### config.mk
export PLATFORM = sky130hd
export DESIGN_NAME = int_list_store_read_remove_value_top
export DESIGN_NICKNAME = d
export VERILOG_FILES = /design/src/rtl/ilsrv_pkg.sv /design/src/rtl/ilsrv_ram.sv /design/src/rtl/ilsrv_ctrl.sv /design/src/rtl/ilsrv_dp.sv /design/src/rtl/int_list_store_read_remove_value_top.sv
export SDC_FILE = /design/constraint.sdc
export NUM_CORES = 2
export LEC_CHECK = 0
export ABC_AREA = 1
export CORE_AREA = 3 3 468 470
export DETAILED_ROUTE_END_ITERATION = 6
export DIE_AREA = 0 0 471 473
export DONT_BUFFER_PORTS = 1
export PLACE_DENSITY = 0.57
export SLEW_MARGIN = 15
export SYNTH_ARGS = -nofsm -noshare
export SYNTH_HDL_FRONTEND = slang
export SYNTH_SLANG_ARGS = --single-unit
### constraint.sdc
create_clock -name clk -period 7.1 [get_ports clk]
set_input_delay 0.71 -clock clk [delete_from_list [all_inputs] [get_ports clk]]
set_output_delay 0.71 -clock clk [all_outputs]
set_load 0.05 [all_outputs]
### src/rtl/ilsrv_pkg.sv
`default_nettype none
package ilsrv_pkg;

  // List geometry.
  localparam int CAPACITY   = 64;
  localparam int WORD_BITS  = 32;
  localparam int ADDR_BITS  = $clog2(CAPACITY);
  localparam int COUNT_BITS = $clog2(CAPACITY + 1);

  // Fixed port field widths.
  localparam int CMD_BITS  = 2;
  localparam int VAL_BITS  = 32;
  localparam int POS_BITS  = 6;
  localparam int STAT_BITS = 2;
  localparam int RDW_BITS  = 32;
  localparam int FILL_BITS = 7;

  // Width for comparing a requested position against the fill count.
  localparam int CMP_BITS = (COUNT_BITS > POS_BITS) ? COUNT_BITS : POS_BITS + 1;

  // Command codes.
  localparam logic [CMD_BITS-1:0] CMD_STORE  = 2'd0;
  localparam logic [CMD_BITS-1:0] CMD_READ   = 2'd1;
  localparam logic [CMD_BITS-1:0] CMD_REMOVE = 2'd2;

  // Result status codes.
  localparam logic [STAT_BITS-1:0] ST_OK    = 2'd0;
  localparam logic [STAT_BITS-1:0] ST_RANGE = 2'd1;
  localparam logic [STAT_BITS-1:0] ST_FULL  = 2'd2;

  typedef logic [WORD_BITS-1:0]  word_t;
  typedef logic [COUNT_BITS-1:0] count_t;

  // Commands from the controller to the datapath.
  typedef struct packed {
    logic load;       // capture the input beat
    logic exec;       // carry out the command's first step
    logic take_read;  // capture the word read from the store
    logic scan;       // one step of the compaction walk
    logic publish;    // load the result into the output register
  } ilsrv_cmd_t;

  // Status from the datapath to the controller.
  typedef struct packed {
    logic read_ok;    // read command with a position inside the list
    logic is_remove;  // remove command latched
    logic scan_done;  // compaction walk finished
    logic out_free;   // output register can take a result this cycle
  } ilsrv_sts_t;

endpackage
`default_nettype wire

### src/rtl/ilsrv_ram.sv
`default_nettype none
module ilsrv_ram #(
  parameter int WIDTH = 32,
  parameter int DEPTH = 64
) (
  input  wire logic                     clk,
  input  wire logic                     we,
  input  wire logic [$clog2(DEPTH)-1:0] waddr,
  input  wire logic [WIDTH-1:0]         wdata,
  input  wire logic [$clog2(DEPTH)-1:0] raddr,
  output logic      [WIDTH-1:0]         rdata
);

  logic [WIDTH-1:0] mem [DEPTH];

  // One write port and one registered read port.
  always_ff @(posedge clk) begin
    if (we) begin
      mem[waddr] <= wdata;
    end
    rdata <= mem[raddr];
  end

endmodule
`default_nettype wire

### src/rtl/ilsrv_ctrl.sv
`default_nettype none
module ilsrv_ctrl (
  input  wire logic                 clk,
  input  wire logic                 rst,
  input  wire logic                 in_valid,
  output logic                      in_ready,
  input  wire ilsrv_pkg::ilsrv_sts_t sts,
  output ilsrv_pkg::ilsrv_cmd_t     ctrl
);
  import ilsrv_pkg::*;

  localparam logic [2:0] S_IDLE   = 3'd0;
  localparam logic [2:0] S_EXEC   = 3'd1;
  localparam logic [2:0] S_RDATA  = 3'd2;
  localparam logic [2:0] S_SCAN   = 3'd3;
  localparam logic [2:0] S_FINISH = 3'd4;

  logic [2:0] state;
  logic [2:0] state_next;

  assign in_ready = (state == S_IDLE);

  // Next state and command decode.
  always_comb begin
    state_next        = state;
    ctrl              = '0;
    case (state)
      S_IDLE: begin
        if (in_valid) begin
          ctrl.load  = 1'b1;
          state_next = S_EXEC;
        end
      end
      S_EXEC: begin
        ctrl.exec = 1'b1;
        if (sts.read_ok) begin
          state_next = S_RDATA;
        end else if (sts.is_remove) begin
          state_next = S_SCAN;
        end else begin
          state_next = S_FINISH;
        end
      end
      S_RDATA: begin
        ctrl.take_read = 1'b1;
        state_next     = S_FINISH;
      end
      S_SCAN: begin
        ctrl.scan = 1'b1;
        if (sts.scan_done) begin
          state_next = S_FINISH;
        end
      end
      S_FINISH: begin
        if (sts.out_free) begin
          ctrl.publish = 1'b1;
          state_next   = S_IDLE;
        end
      end
      default: begin
        state_next = S_IDLE;
      end
    endcase
  end

  // State register.
  always_ff @(posedge clk) begin
    if (rst) begin
      state <= S_IDLE;
    end else begin
      state <= state_next;
    end
  end

endmodule
`default_nettype wire

### src/rtl/ilsrv_dp.sv
`default_nettype none
module ilsrv_dp (
  input  wire logic                                   clk,
  input  wire logic                                   rst,
  input  wire ilsrv_pkg::ilsrv_cmd_t                  ctrl,
  output ilsrv_pkg::ilsrv_sts_t                       sts,
  input  wire logic        [ilsrv_pkg::CMD_BITS-1:0]  command,
  input  wire logic signed [ilsrv_pkg::VAL_BITS-1:0]  value,
  input  wire logic        [ilsrv_pkg::POS_BITS-1:0]  position,
  output logic                                        out_valid,
  input  wire logic                                   out_ready,
  output logic             [ilsrv_pkg::STAT_BITS-1:0] status,
  output logic signed      [ilsrv_pkg::RDW_BITS-1:0]  read_word,
  output logic             [ilsrv_pkg::FILL_BITS-1:0] fill_level
);
  import ilsrv_pkg::*;

  // Latched command beat.
  logic [CMD_BITS-1:0] cmd_q;
  word_t               val_q;
  logic [POS_BITS-1:0] pos_q;

  // List state and compaction walk.
  count_t fill;
  count_t idx;
  count_t kept;
  logic   pend;

  // Result being built.
  logic [STAT_BITS-1:0] res_status;
  logic [RDW_BITS-1:0]  res_word;

  // Store port signals.
  logic                 we;
  logic [ADDR_BITS-1:0] waddr;
  word_t                wdata;
  logic [ADDR_BITS-1:0] raddr;
  word_t                rdata;

  logic full;
  logic pos_ok;
  logic scan_more;
  logic keep;

  ilsrv_ram #(
    .WIDTH (WORD_BITS),
    .DEPTH (CAPACITY)
  ) u_ram (
    .clk   (clk),
    .we    (we),
    .waddr (waddr),
    .wdata (wdata),
    .raddr (raddr),
    .rdata (rdata)
  );

  // Conditions on the list.
  assign full      = (fill == COUNT_BITS'(CAPACITY));
  assign pos_ok    = (CMP_BITS'(pos_q) < CMP_BITS'(fill));
  assign scan_more = (idx < fill);
  assign keep      = pend && (rdata != val_q);

  // Status towards the controller.
  always_comb begin
    sts.read_ok   = (cmd_q == CMD_READ) && pos_ok;
    sts.is_remove = (cmd_q == CMD_REMOVE);
    sts.scan_done = (idx == fill) && !pend;
    sts.out_free  = !out_valid || out_ready;
  end

  // Store port: append on a store, read for a read, and during the walk
  // read ahead while writing each survivor back at the compacted position.
  always_comb begin
    we    = 1'b0;
    waddr = fill[ADDR_BITS-1:0];
    wdata = val_q;
    raddr = idx[ADDR_BITS-1:0];
    if (ctrl.exec) begin
      if ((cmd_q == CMD_STORE) && !full) begin
        we = 1'b1;
      end
      if (cmd_q == CMD_READ) begin
        raddr = ADDR_BITS'(pos_q);
      end
    end
    if (ctrl.scan) begin
      we    = keep;
      waddr = kept[ADDR_BITS-1:0];
      wdata = rdata;
    end
  end

  // Command beat and result payload.
  always_ff @(posedge clk) begin
    if (ctrl.load) begin
      cmd_q <= command;
      val_q <= WORD_BITS'(value);
      pos_q <= position;
    end
    if (ctrl.exec) begin
      res_word <= '0;
      idx      <= '0;
      kept     <= '0;
      case (cmd_q)
        CMD_STORE: res_status <= full ? ST_FULL : ST_OK;
        CMD_READ:  res_status <= pos_ok ? ST_OK : ST_RANGE;
        default:   res_status <= ST_OK;
      endcase
    end
    if (ctrl.take_read) begin
      res_word <= RDW_BITS'(rdata);
    end
    if (ctrl.scan) begin
      if (scan_more) begin
        idx <= idx + COUNT_BITS'(1);
      end
      if (keep) begin
        kept <= kept + COUNT_BITS'(1);
      end
    end
    if (ctrl.publish) begin
      status     <= res_status;
      read_word  <= res_word;
      fill_level <= FILL_BITS'(fill);
    end
  end

  // Fill count, walk pipeline flag and output valid.
  always_ff @(posedge clk) begin
    if (rst) begin
      fill      <= '0;
      pend      <= 1'b0;
      out_valid <= 1'b0;
    end else begin
      if (ctrl.exec) begin
        pend <= 1'b0;
        if ((cmd_q == CMD_STORE) && !full) begin
          fill <= fill + COUNT_BITS'(1);
        end
      end
      if (ctrl.scan) begin
        pend <= scan_more;
        if (sts.scan_done) begin
          fill <= kept;
        end
      end
      if (ctrl.publish) begin
        out_valid <= 1'b1;
      end else if (out_ready) begin
        out_valid <= 1'b0;
      end
    end
  end

  // The list never holds more entries than the store has.
  a_fill_bound: assert property (@(posedge clk) disable iff (rst)
    fill <= COUNT_BITS'(CAPACITY))
    else $error("fill count above capacity");

  // Survivors are never written ahead of the read pointer.
  a_kept_behind: assert property (@(posedge clk) disable iff (rst)
    ctrl.scan |-> (kept <= idx))
    else $error("compaction write pointer passed read pointer");

  // A store into a list with room grows it by exactly one entry.
  a_store_grows: assert property (@(posedge clk) disable iff (rst)
    (ctrl.exec && (cmd_q == CMD_STORE) && !full) |=>
      (fill == $past(fill) + COUNT_BITS'(1)))
    else $error("store did not grow the list by one");

endmodule
`default_nettype wire

### src/rtl/int_list_store_read_remove_value_top.sv
// A store or unused command goes from S_EXEC to S_FINISH, a read within the list through S_EXEC,
// S_RDATA and S_FINISH, and a remove through S_EXEC, S_SCAN and S_FINISH; the remove walk reads
// and rewrites one entry per cycle through the store's read and write ports.
// Throughput: one command in flight; the next beat is accepted the cycle after the result is
// loaded into the output register, while that result may still wait to be taken.
// Reset clears the fill count and handshake state; the entry store itself is not cleared.
`default_nettype none
module int_list_store_read_remove_value_top (
  input  wire logic                                   clk,
  input  wire logic                                   rst,
  input  wire logic                                   in_valid,
  output logic                                        in_ready,
  input  wire logic        [ilsrv_pkg::CMD_BITS-1:0]  command,
  input  wire logic signed [ilsrv_pkg::VAL_BITS-1:0]  value,
  input  wire logic        [ilsrv_pkg::POS_BITS-1:0]  position,
  output logic                                        out_valid,
  input  wire logic                                   out_ready,
  output logic             [ilsrv_pkg::STAT_BITS-1:0] status,
  output logic signed      [ilsrv_pkg::RDW_BITS-1:0]  read_word,
  output logic             [ilsrv_pkg::FILL_BITS-1:0] fill_level
);
  import ilsrv_pkg::*;

  ilsrv_cmd_t ctrl;
  ilsrv_sts_t sts;

  // Sequencer.
  ilsrv_ctrl u_ctrl (
    .clk      (clk),
    .rst      (rst),
    .in_valid (in_valid),
    .in_ready (in_ready),
    .sts      (sts),
    .ctrl     (ctrl)
  );

  // List store, walk counters and result register.
  ilsrv_dp u_dp (
    .clk        (clk),
    .rst        (rst),
    .ctrl       (ctrl),
    .sts        (sts),
    .command    (command),
    .value      (value),
    .position   (position),
    .out_valid  (out_valid),
    .out_ready  (out_ready),
    .status     (status),
    .read_word  (read_word),
    .fill_level (fill_level)
  );

endmodule
`default_nettype wire

==> summary.md <==
| Metric | Value |
|---|---|
| Worst-margin pin slew | `about 1200 ps` |
| Clk_lat worst skew | `890 ps` |
| Die footprint | `223,000 µm²` |
| Reg2Reg Depth | `13` |
| Post-Synthesis Mean Instance Area | `10.7 µm²` |
| Nets | `approximately 9,000` |
| Net load switching power | `a little under 0.009 W` |
| Yosys cell types | `40` |
| Peak VDD IR | `approximately 0.27 mV` |
| Grt ovf | `0` |
| Critical Path Start Type | `register` |
| GRT Overall Usage | `0.242` |
| Slew HR | `0.228` |
| Sink Count | `2,221` |
| DP Cell Count | `around 12,000` |
| First-pass GRT wire length | `between 400,000 and 500,000 µm` |
| Starting density of the core | `0.450` |
| Total wire length | `274,000 µm` |
| WS Path Type | `register to register` |
| TritonRoute pass-1 iters | `6` |
| Die W | `471 µm` |
| Final RePlAce weighted congestion | `0.844` |
| Final worst-path cycle share | `0.662` |
| Register area share after synthesis | `0.683` |
| FP Rows | `170` |
| Layout cells sized above 1 | `0.0687` |
| CP Data Arrival Time | `5370 ps` |
| Layout area overhead | `11.7%` |
| Hold Path Stages | `3` |
| Worst-path clk slew | `about 60 ps` |
| Post-route ant nets | `0` |
| Lkg Pwr | `43.0 nW` |
| # setup viols final | `0` |
| Status | `complete, no violations` |
| Setup bufs post-CTS | `0` |
| Port Buffers | `0` |
| Core area | `215,000 µm²` |
| Ys flop type | `edfxtp_1` |
| F_max | `213 MHz` |
| Post-detail-place hpwl | `between 100,000 and 150,000 µm` |
| Synth async-reset ratio | `0` |
| Num CTS Buffers | `223` |
| Syn Inst Count | `9,029` |
| EDFF count, synth | `2,163` |
| Hold/Removal Path Class | `primary input to register` |
| Hold Vio Cnt, Final | `0` |
| Post-CTS Hold Fix Bufs | `41` |
| Initial DRC Count | `7,047` |
| Cell area power density | `288 nW/µm²` |
| Most common cell after layout, fill and taps aside | `nand3_1` |
| Fin cells | `12,000` |
| Final Max Tran Viols | `0` |
| Part of the power in combinational logic | `0.145` |
| Setup TNS | `0 ps` |
| CP max FO | `121` |
| Tmin final | `4700 ps` |
| Most frequent cells in the layout | `2,172 x nand3_1, 2,163 x edfxtp_1, 1,791 x nand2_1` |
| Unrepaired setup endpoints after global routing | `no` |
| # DRC | `0` |
| Clock skew | `41.4 ps` |
| Max Cap Viol | `0` |
| Largest net degree at the start of global routing | `164` |
| Worst Path Required | `7770 ps` |
| Share of power burned in registers | `0.484` |
| Detailed-route via count | `around 65,000` |
| CTS tree | `built` |
| Die Y | `473 µm` |
| Initial antenna violation count | `9` |
| Clock power share | `0.371` |
| CTS resizes | `0` |
| Num ports | `87` |
| Vias per cell | `between 5 and 6` |
| Wire per inst | `between 20 and 25 µm` |
| Clock Root Buffer | `clkbuf_16` |
| Synth warnings | `0` |
| Synth Register Bits | `2,221` |
| P_int | `~0.022 W` |
| Mapped cell area | `96,800 µm²` |
| Crit end category | `register` |
| Clock Tree Buf Depth | `3` |
| H-Tree Depth | `4` |
| Net Count, Synth | `9,089` |
| Number of global-route vias before repair | `between 60,000 and 70,000` |
| Switch share | `0.280` |
[cell usage after synthesis (2+ instances only)]
cell	number	area, µm²
a211oi_1	5	37.5
nor3_1	12	60.1
xor2_1	5	43.8
nand2_2	8	50.1
nand3b_1	320	2400
ha_1	16	200
o31ai_1	2	15.0
nand4_1	9	56.3
dfxtp_1	58	1160
o211ai_1	5	37.5
nand2_1	1792	6730
buf_4	43	323
clkbuf_1	107	402
inv_2	5	18.8
buf_1	17	63.8
or2_2	7	43.8
o22ai_1	3	18.8
buf_6	2	22.5
a21oi_1	17	85.1
nand3_1	2172	10900
buf_2	343	1720
o21ai_0	53	265
inv_1	1693	6350
nor4_1	2	12.5
o21a_1	2	15.0
and2_1	2	12.5
nor2_1	133	499
edfxtp_1	2163	65000
xnor2_1	22	193
[cell type report]
| type | instances | area [µm²] |
|---|---|---|
| fill | 18800 | 107000 |
| sequential | 2221 | 66100 |
| multi-input combinational | 4595 | 22700 |
| inverter | 1700 | 6400 |
| clock buffer | 303 | 6080 |
| tap | 2838 | 3550 |
| timing repair buffer | 219 | 2160 |
| clock inverter | 112 | 1050 |
| antenna | 2 | 5.00 |
[logic make-up after synthesis]
family / synth area share
AOI/OAI and AO/OA: 0.00520
xor gates and xnor gates: 0.00244
adders and majority gates: 0.00207
buffers and inverters: 0.0922
DFF: 0.683
and+or+nand+nor: 0.215
[registers in the layout, indices dropped and copies added (netlist names), 7 cells and up]
| register | flops |
|---|---|
| u_dp.kept | 7 |
| u_dp.u_ram.mem | 2048 |
| u_dp.fill_level | 7 |
| u_dp.res_word | 32 |
| u_dp.read_word | 32 |
| u_dp.fill | 7 |
| u_dp.idx | 7 |
| u_dp.u_ram.rdata | 32 |
| u_dp.val_q | 32 |
[worst max-delay path, cell delays in order (launching register included)]
cell and delay, ps:
dfxtp_1 600, inv_1 160, nand2_1 480, nand2_8 450, nand2_4 620, buf_12 370
buf_12 500, nand2_1 120, nand3_1 110, nand3_1 90, nand3_1 140, nand3_1 230
nand3_1 160, nand2_1 190
[per-layer routing]
metal	wire length (µm)	vias to the layer above	track usage
met5	13	-	0
met4	6030	2	0.0632
met3	22000	424	0.0348
met2	126000	2764	0.386
met1	119000	31900	0.349
li1	-	29900	-
[path summary, 6_finish.rpt]
kind	from	endpoint	slack (ps)
min reg2reg	u_dp.res_word[10]	u_dp.read_word[10]	420
max	u_ctrl.state[1]	u_dp.u_ram.rdata[22]	2400
max reg2reg	u_ctrl.state[1]	u_dp.u_ram.rdata[22]	2400
min	rst	u_dp.fill[0]	110
[stage by stage]
step	power (W)	hold slack, ps	util	cell area, µm²	worst slack [ps]
finish	0.0311	113	0.503	108000	2400
global route	0.0322	93.5	0.503	108000	2250
CTS	0.0312	45.8	0.503	108000	2550
detailed placement	0.0198	405	0.468	100000	2580
global placement	0.0197	403	0.467	100000	2610
floorplan	0.0181	400	-	96800	1890
[power groups by stage]
stage	combinational [W]	clock, W	sequential, W
after global routing	0.00492	0.0122	0.0150
after CTS	0.00448	0.0117	0.0150
final	0.00451	0.0116	0.0150
after floorplan	0.00285	0	0.0152
after detailed placement	0.00444	0	0.0153
after global placement	0.00441	0	0.0153
Note: power is estimated with default switching activity, not from simulation.
